--- config.mk ---
export PLATFORM = sky130hd
export DESIGN_NAME = move_to_front_list
export DESIGN_NICKNAME = d
export VERILOG_FILES = /design/src/mtfl_pkg.sv /design/src/move_to_front_list.sv /design/src/mtfl_ram.sv /design/src/mtfl_core.sv
export VERILOG_INCLUDE_DIRS = /design/src /design/src/src
export SDC_FILE = /design/constraint.sdc
export NUM_CORES = 1
export LEC_CHECK = 0
export ABC_CLOCK_PERIOD_IN_PS = 8500
export BUFFER_PORTS_ARGS = -buffer_cell sky130_fd_sc_hd__buf_2
export CAP_MARGIN = 20
export CORE_MARGIN = 2
export CORE_UTILIZATION = 30
export DETAILED_ROUTE_END_ITERATION = 8
export PLACE_DENSITY = 0.45
export SLEW_MARGIN = 30
export SYNTH_ARGS = -nofsm -noshare
export SYNTH_HDL_FRONTEND = slang
export SYNTH_SLANG_ARGS = --single-unit
--- constraint.sdc ---
create_clock -name clk -period 8.5 [get_ports clk]
set_input_delay 0.85 -clock clk [delete_from_list [all_inputs] [get_ports clk]]
set_output_delay 0.85 -clock clk [all_outputs]
set_load 0.05 [all_outputs]
--- src/move_to_front_list_assert.svh ---
// Assertion macros for the move-to-front list RTL
`ifndef MOVE_TO_FRONT_LIST_ASSERT_SVH
`define MOVE_TO_FRONT_LIST_ASSERT_SVH

// Condition holds on every clock outside reset
`define MTFL_ASSERT_ALWAYS(lbl, cond, msg) \
  lbl: assert property (@(posedge clk) disable iff (rst) (cond)) else $error(msg);

// Antecedent implies consequent in the same cycle
`define MTFL_ASSERT_SAME(lbl, ante, cons, msg) \
  lbl: assert property (@(posedge clk) disable iff (rst) (ante) |-> (cons)) else $error(msg);

// Antecedent implies consequent in the following cycle
`define MTFL_ASSERT_NEXT(lbl, ante, cons, msg) \
  lbl: assert property (@(posedge clk) disable iff (rst) (ante) |=> (cons)) else $error(msg);

`endif

--- src/mtfl_pkg.sv ---
// Types and codes for the move-to-front list
`default_nettype none

package mtfl_pkg;

  localparam int ACT_W  = 2;
  localparam int ST_W   = 2;
  localparam int DATA_W = 32;

  localparam logic [ACT_W-1:0] ACT_ADD    = 2'd0;
  localparam logic [ACT_W-1:0] ACT_GET    = 2'd1;
  localparam logic [ACT_W-1:0] ACT_REWIND = 2'd2;
  localparam logic [ACT_W-1:0] ACT_NEXT   = 2'd3;

  localparam logic [ST_W-1:0] ST_OK   = 2'd0;
  localparam logic [ST_W-1:0] ST_MISS = 2'd1;
  localparam logic [ST_W-1:0] ST_FULL = 2'd2;
  localparam logic [ST_W-1:0] ST_END  = 2'd3;

  typedef struct packed {
    logic [ACT_W-1:0]  action;
    logic [DATA_W-1:0] value;
  } req_t;

  typedef struct packed {
    logic [ST_W-1:0]   status;
    logic [DATA_W-1:0] data;
  } rsp_t;

endpackage

`default_nettype wire

--- src/move_to_front_list.sv ---
// Move-to-front list top level: request intake, sequencer and response register
//
// Requests arrive on the s_ channel: s_tuser carries the action (add, get with
// move to front, rewind, next), s_tdata the value. One response per request
// leaves on the m_ channel: m_tuser is the status, m_tdata holds the returned
// value, the entry count after the request and the cursor-still-valid flag.
// Requests are handled one at a time; s_tready is high only while the
// sequencer is idle. Add and get scan the entry RAM one entry at a time
// through a single comparator (RAM read, then compare), and a get hit at
// position p shifts p entries, each by a RAM read then a write, before the
// value is written at the head. A response waiting in the register does not
// block the next request; the sequencer only holds its result while the
// register is full and m_tready is low. m_tvalid stays high with stable data
// while m_tready is low. Synchronous reset empties the list, ends the cursor
// and drops m_tvalid; the entry RAM itself is not cleared.
`default_nettype none

module move_to_front_list import mtfl_pkg::*; #(
  parameter int DEPTH = 16,
  parameter int WIDTH = 32,
  localparam int CW = $clog2(DEPTH + 1),
  localparam int OW = ((DATA_W + CW + 1 + 7) / 8) * 8
) (
  input  wire logic              clk,
  input  wire logic              rst,
  input  wire logic              s_tvalid,
  output logic                   s_tready,
  input  wire logic [DATA_W-1:0] s_tdata,   // value
  input  wire logic [ACT_W-1:0]  s_tuser,   // action
  output logic                   m_tvalid,
  input  wire logic              m_tready,
  output logic      [OW-1:0]     m_tdata,   // data_out, count, more, zero pad
  output logic      [ST_W-1:0]   m_tuser    // status
);

  req_t          req;
  rsp_t          rsp;
  logic          rsp_valid;
  logic          rsp_ready;
  logic [CW-1:0] rsp_count;
  logic          rsp_more;
  logic [OW-1:0] pack;

  assign req.action = s_tuser;
  assign req.value  = s_tdata;
  assign rsp_ready  = !m_tvalid || m_tready;

  mtfl_core #(
    .DEPTH(DEPTH),
    .WIDTH(WIDTH)
  ) u_core (
    .clk      (clk),
    .rst      (rst),
    .req_valid(s_tvalid),
    .req_ready(s_tready),
    .req      (req),
    .rsp_valid(rsp_valid),
    .rsp_ready(rsp_ready),
    .rsp      (rsp),
    .rsp_count(rsp_count),
    .rsp_more (rsp_more)
  );

  always_comb begin
    pack               = '0;
    pack[DATA_W-1:0]   = rsp.data;
    pack[DATA_W +: CW] = rsp_count;
    pack[DATA_W + CW]  = rsp_more;
  end

  always_ff @(posedge clk) begin
    if (rst) begin
      m_tvalid <= 1'b0;
    end else if (rsp_ready) begin
      m_tvalid <= rsp_valid;
    end
  end

  always_ff @(posedge clk) begin
    if (rsp_ready && rsp_valid) begin
      m_tdata <= pack;
      m_tuser <= rsp.status;
    end
  end

endmodule

`default_nettype wire

--- src/mtfl_ram.sv ---
// Generic single-write, single-read RAM with registered read data
`default_nettype none

module mtfl_ram #(
  parameter int WIDTH = 32,
  parameter int DEPTH = 16,
  localparam int AW = $clog2(DEPTH)
) (
  input  wire logic             clk,
  input  wire logic             we,
  input  wire logic [AW-1:0]    waddr,
  input  wire logic [WIDTH-1:0] wdata,
  input  wire logic [AW-1:0]    raddr,
  output logic      [WIDTH-1:0] rdata
);

  logic [WIDTH-1:0] mem [DEPTH];

  always_ff @(posedge clk) begin
    if (we) begin
      mem[waddr] <= wdata;
    end
    rdata <= mem[raddr];
  end

endmodule

`default_nettype wire

--- src/mtfl_core.sv ---
// Sequencer for the list: scan, shift and cursor logic around one entry RAM
`default_nettype none
`include "move_to_front_list_assert.svh"

module mtfl_core import mtfl_pkg::*; #(
  parameter int DEPTH = 16,
  parameter int WIDTH = 32,
  localparam int AW = $clog2(DEPTH),
  localparam int CW = $clog2(DEPTH + 1)
) (
  input  wire logic          clk,
  input  wire logic          rst,
  input  wire logic          req_valid,
  output logic               req_ready,
  input  wire req_t          req,
  output logic               rsp_valid,
  input  wire logic          rsp_ready,
  output rsp_t               rsp,
  output logic [CW-1:0]      rsp_count,
  output logic               rsp_more
);

  localparam logic [3:0] S_IDLE = 4'd0;
  localparam logic [3:0] S_SRD  = 4'd1;
  localparam logic [3:0] S_SCMP = 4'd2;
  localparam logic [3:0] S_SHRD = 4'd3;
  localparam logic [3:0] S_SHWR = 4'd4;
  localparam logic [3:0] S_HEAD = 4'd5;
  localparam logic [3:0] S_ADDW = 4'd6;
  localparam logic [3:0] S_NRD  = 4'd7;
  localparam logic [3:0] S_NOUT = 4'd8;
  localparam logic [3:0] S_RESP = 4'd9;

  localparam logic [CW-1:0] ENDED = CW'(DEPTH);

  logic [3:0]        state;
  logic [ACT_W-1:0]  action;
  logic [WIDTH-1:0]  val;
  logic [AW-1:0]     scan;
  logic [AW-1:0]     idx;
  logic [CW-1:0]     count;
  logic [CW-1:0]     cursor;
  logic [ST_W-1:0]   status;
  logic [DATA_W-1:0] data;

  logic              we;
  logic [AW-1:0]     waddr;
  logic [WIDTH-1:0]  wdata;
  logic [AW-1:0]     raddr;
  logic [WIDTH-1:0]  rdata;

  logic [WIDTH+DATA_W-1:0] val_ext;
  logic [WIDTH+DATA_W-1:0] rd_ext;
  logic [DATA_W-1:0]       rd32;
  logic                    hit;
  logic                    last;
  logic [CW-1:0]           cursor_inc;

  assign val_ext    = {{WIDTH{1'b0}}, req.value};
  assign rd_ext     = {{DATA_W{1'b0}}, rdata};
  assign rd32       = rd_ext[DATA_W-1:0];
  assign hit        = (rdata == val);
  assign last       = (CW'(scan) + CW'(1)) == count;
  assign cursor_inc = cursor + CW'(1);

  assign req_ready  = (state == S_IDLE);
  assign rsp_valid  = (state == S_RESP);
  assign rsp.status = status;
  assign rsp.data   = data;
  assign rsp_count  = count;
  assign rsp_more   = (cursor < count);

  always_comb begin
    we    = 1'b0;
    waddr = idx;
    wdata = val;
    raddr = scan;
    case (state)
      S_SHRD: raddr = idx - AW'(1);
      S_NRD:  raddr = cursor[AW-1:0];
      S_SHWR: begin
        we    = 1'b1;
        wdata = rdata;
      end
      S_HEAD: begin
        we    = 1'b1;
        waddr = '0;
      end
      S_ADDW: begin
        we    = 1'b1;
        waddr = count[AW-1:0];
      end
      default: ;
    endcase
  end

  mtfl_ram #(
    .WIDTH(WIDTH),
    .DEPTH(DEPTH)
  ) u_ram (
    .clk  (clk),
    .we   (we),
    .waddr(waddr),
    .wdata(wdata),
    .raddr(raddr),
    .rdata(rdata)
  );

  always_ff @(posedge clk) begin
    if (rst) begin
      state  <= S_IDLE;
      count  <= '0;
      cursor <= ENDED;
    end else begin
      case (state)
        S_IDLE: begin
          if (req_valid) begin
            action <= req.action;
            val    <= val_ext[WIDTH-1:0];
            scan   <= '0;
            data   <= '0;
            case (req.action)
              ACT_ADD: begin
                state <= (count == '0) ? S_ADDW : S_SRD;
              end
              ACT_GET: begin
                if (count == '0) begin
                  status <= ST_MISS;
                  state  <= S_RESP;
                end else begin
                  state <= S_SRD;
                end
              end
              ACT_REWIND: begin
                cursor <= (count != '0) ? '0 : ENDED;
                status <= ST_OK;
                state  <= S_RESP;
              end
              default: begin
                if (cursor < count) begin
                  state <= S_NRD;
                end else begin
                  cursor <= ENDED;
                  status <= ST_END;
                  state  <= S_RESP;
                end
              end
            endcase
          end
        end
        S_SRD: state <= S_SCMP;
        S_SCMP: begin
          if (hit) begin
            if (action == ACT_ADD) begin
              status <= ST_MISS;
              state  <= S_RESP;
            end else begin
              status <= ST_OK;
              data   <= rd32;
              if (cursor < count) begin
                if (cursor == CW'(scan)) begin
                  cursor <= '0;
                end else if (CW'(scan) > cursor) begin
                  cursor <= cursor_inc;
                end
              end
              idx   <= scan;
              state <= (scan == '0) ? S_RESP : S_SHRD;
            end
          end else if (last) begin
            if (action == ACT_ADD) begin
              if (count == ENDED) begin
                status <= ST_FULL;
                state  <= S_RESP;
              end else begin
                state <= S_ADDW;
              end
            end else begin
              status <= ST_MISS;
              state  <= S_RESP;
            end
          end else begin
            scan  <= scan + AW'(1);
            state <= S_SRD;
          end
        end
        S_SHRD: state <= S_SHWR;
        S_SHWR: begin
          idx   <= idx - AW'(1);
          state <= (idx == AW'(1)) ? S_HEAD : S_SHRD;
        end
        S_HEAD: state <= S_RESP;
        S_ADDW: begin
          count  <= count + CW'(1);
          status <= ST_OK;
          state  <= S_RESP;
        end
        S_NRD: state <= S_NOUT;
        S_NOUT: begin
          data   <= rd32;
          status <= ST_OK;
          cursor <= (cursor_inc >= count) ? ENDED : cursor_inc;
          state  <= S_RESP;
        end
        S_RESP: begin
          if (rsp_ready) begin
            state <= S_IDLE;
          end
        end
        default: state <= S_IDLE;
      endcase
    end
  end

  `MTFL_ASSERT_ALWAYS(a_count_bound, count <= ENDED, "entry count beyond depth")
  `MTFL_ASSERT_ALWAYS(a_cursor_legal, (cursor == ENDED) || (cursor < count),
                      "cursor neither ended nor on an entry")
  `MTFL_ASSERT_NEXT(a_count_hold, state != S_ADDW, count == $past(count),
                    "entry count changed outside an append")
  `MTFL_ASSERT_NEXT(a_resp_release, rsp_valid && rsp_ready, req_ready,
                    "sequencer not idle after response taken")

endmodule

`default_nettype wire
==> impl_metrics.ini <==
[die]
core_area_um2 = 91200
rows = 111
initial_core_util = 0.301
die_area_um2 = 94100
ios = 82
dieWidth_um = 307
die_y_um = 307

[place]
gp_congestion = 0.794
place_area_um2 = 29100
hpwlAfterDp_um = 39400
dp_cells = 3164
portBuffers = 79

[synth]
synth_top_area_frac = 0.686
synth_cell_types = 56
synth_area_per_cell_um2 = 13.7
synth_common_cells = edfxtp_1, nand2_1, a211oi_1
synth_warnings = 0
synth_edf_count = 628
ys.flop_type = edfxtp_1
ys_seq_elements = 675
synthCells = 2010
synth_top_cell_by_area = edfxtp_1
synth_area_leaders = edfxtp_1, nand2_1, a211oi_1
seq_area_frac_synth = 0.720
synthArstFlopShare = 0
synth_area_um2 = 27500
synth.most_common_cell = edfxtp_1

[global_routing]
grt-ovfl-total = 0
grt_start_max_net_pins = 174
grt_pass1_vias = 16300
antenna_found_initial = 3
grt_use_total = 0.160
grt_pass1_wl_um = 112000

[sta]
setup_viol = 0
tns_ns = 0
rsz0062_at_grt = false
max_slew.worst_pin.slew_ns = 0.982
relSlewSlack = 0.346
timing.final.crit_share = 0.545
drv_slew = 0
finalHoldViolations = 0
whs_ns = 0.401
min_period_ns = 4.63
max_freq_ghz = 0.216
fin_skew_ns = 0.0220

[route]
drt_iter0_drc = 1470
wirelength_um = 76200
dr.pass1.iters = 5
antenna_left = 0
drc_errors = 0
viasPerCell = 5.05
vias = 16600
wl_per_cell_um = 23.1

[setup_path]
worstReg2RegStart = u_core.state[0]$_SDFFE_PP0P_
cp.required_ns = 9.03
cp-end-kind = flop
cp-start-kind = flop
path_max_fanout = 71
critPathLaunch = u_core.state[0]$_SDFFE_PP0P_
worstSetupPathType = reg2reg
cp.arrival_ns = 5.16

[clock_tree]
post-cts-setup-buffer-count = 0
holdBufCountCts = 0
cts-root-buf = clkbuf_16
tritoncts = done
h-tree-depth = 3
clk_path_buf_depth = 3
clkLatencyLatePin_ns = 0.62
cts_inserted_buffers = 72
cts-resized-gates = 0
clkTransAtPathRegs_ns = 0.06
cts.sinks = 675

[job]
cap_violations = 0

[power]
powerDensity_nw_per_um2 = 312
vdd_drop_max_uv = 190
power_leakage_uw = 0.0106

[finish]
drive_gt1_frac = 0.116
area_growth_syn_to_layout_pct = 14.1
fin_area_um2 = 31400
final_nets = 2118
diodes = 0
final_cells = 3294
final_core_util = 0.344

[min_path]
hp-class = in2reg
hold_path.startpoint = s_tdata[9]

[status]
status = finished clean
layout make-up:
class                           instances  area, um^2
Clock buffer                          106        1990
Clock inverter                         23         216
Fill cell                            8802       59900
Inverter                               23        86.3
Multi-Input combinational cell       1171        7110
Sequential cell                       675       19800
Tap cell                             1186        1480
Timing Repair Buffer                  110         688
final timing paths:
path | end | slack (ns) | cells after the start
min reg2reg | m_tdata[25]$_DFFE_PP_ | 0.42 | 0
max reg2reg | u_core.u_ram.rdata[19]$_DFF_P_ | 3.87 | 8
min | u_core.val[9]$_DFFE_PP_ | 0.40 | 1
max | u_core.u_ram.rdata[19]$_DFF_P_ | 3.87 | 8
cells in the final DEF, fill, tap and decap left out, types with 9 or more instances in the layout:
cell and count:
a211oi_1 158, a21oi_1 81, a311oi_1 64, a31oi_1 66
and2_1 33, and3_1 130, buf_2 79, buf_4 26
clkbuf_1 29, clkbuf_16 73, clkinv_2 9, dfxtp_1 47
edfxtp_1 628, ha_1 27, inv_1 23, nand2_1 386
nand2b_1 9, nor2_1 31, nor2_4 16, nor3_1 11
o21ai_0 18, xnor2_1 12, xor2_1 34
routing by layer:
metal	routed length (um)	GRT usage	vias to the layer above
li1	-	-	7726
met1	33900	0.212	8356
met2	37100	0.273	449
met3	3700	0.0228	102
met4	1530	0.0437	0
met5	0	0	-
logic make-up (layout without fill, tap and decap cells):
| logic type | count (synthesis) | count (layout) | synth area share |
|---|---|---|---|
| xor gates and xnor gates | 46 | 46 | 0.0147 |
| AOI/OAI and AO/OA | 429 | 429 | 0.110 |
| DFF | 675 | 675 | 0.720 |
| and+or+nand+nor | 661 | 661 | 0.111 |
| buffers and inverters | 165 | 262 | 0.0293 |
| other | 1 | 2 | 0.000136 |
| muxes | 6 | 6 | 0.00223 |
| adders and majority gates | 27 | 27 | 0.0123 |
worst max-delay path, stage by stage (launching register included):
cell	delay [ns]
dfxtp_1	0.89
nand3b_4	0.32
nand2_4	0.79
and2_4	0.88
buf_4	0.87
nand2_1	0.11
a311oi_1	0.31
a21oi_1	0.08
a21oi_1	0.22
flip-flops by register name, summed over array words and instances, names as in the netlist, 2 cells and up:
signal	flops
u_core.u_ram.mem	512
m_tdata	38
u_core.data	32
u_core.u_ram.rdata	32
u_core.val	32
u_core.cursor	5
u_core.rsp_count	5
u_core.idx	4
u_core.scan	4
u_core.state	4
m_tuser	2
u_core.action	2
u_core.status	2
metrics by stage:
stage / power, uW / setup slack, ns
2_1_floorplan: 6040 / 5.10
3_3_place_gp: 6840 / 4.00
3_5_place_dp: 6880 / 3.91
4_1_cts: 9880 / 3.87
5_1_grt: 10300 / 3.48
6_report: 9790 / 3.87
power by group:
group | switching, uW | internal [uW] | total [uW]
logic | 1690 | 710 | 2400
clock network | 1290 | 1700 | 2990
registers | 278 | 4120 | 4400
No activity file was read; power rests on OpenSTA's default activity.
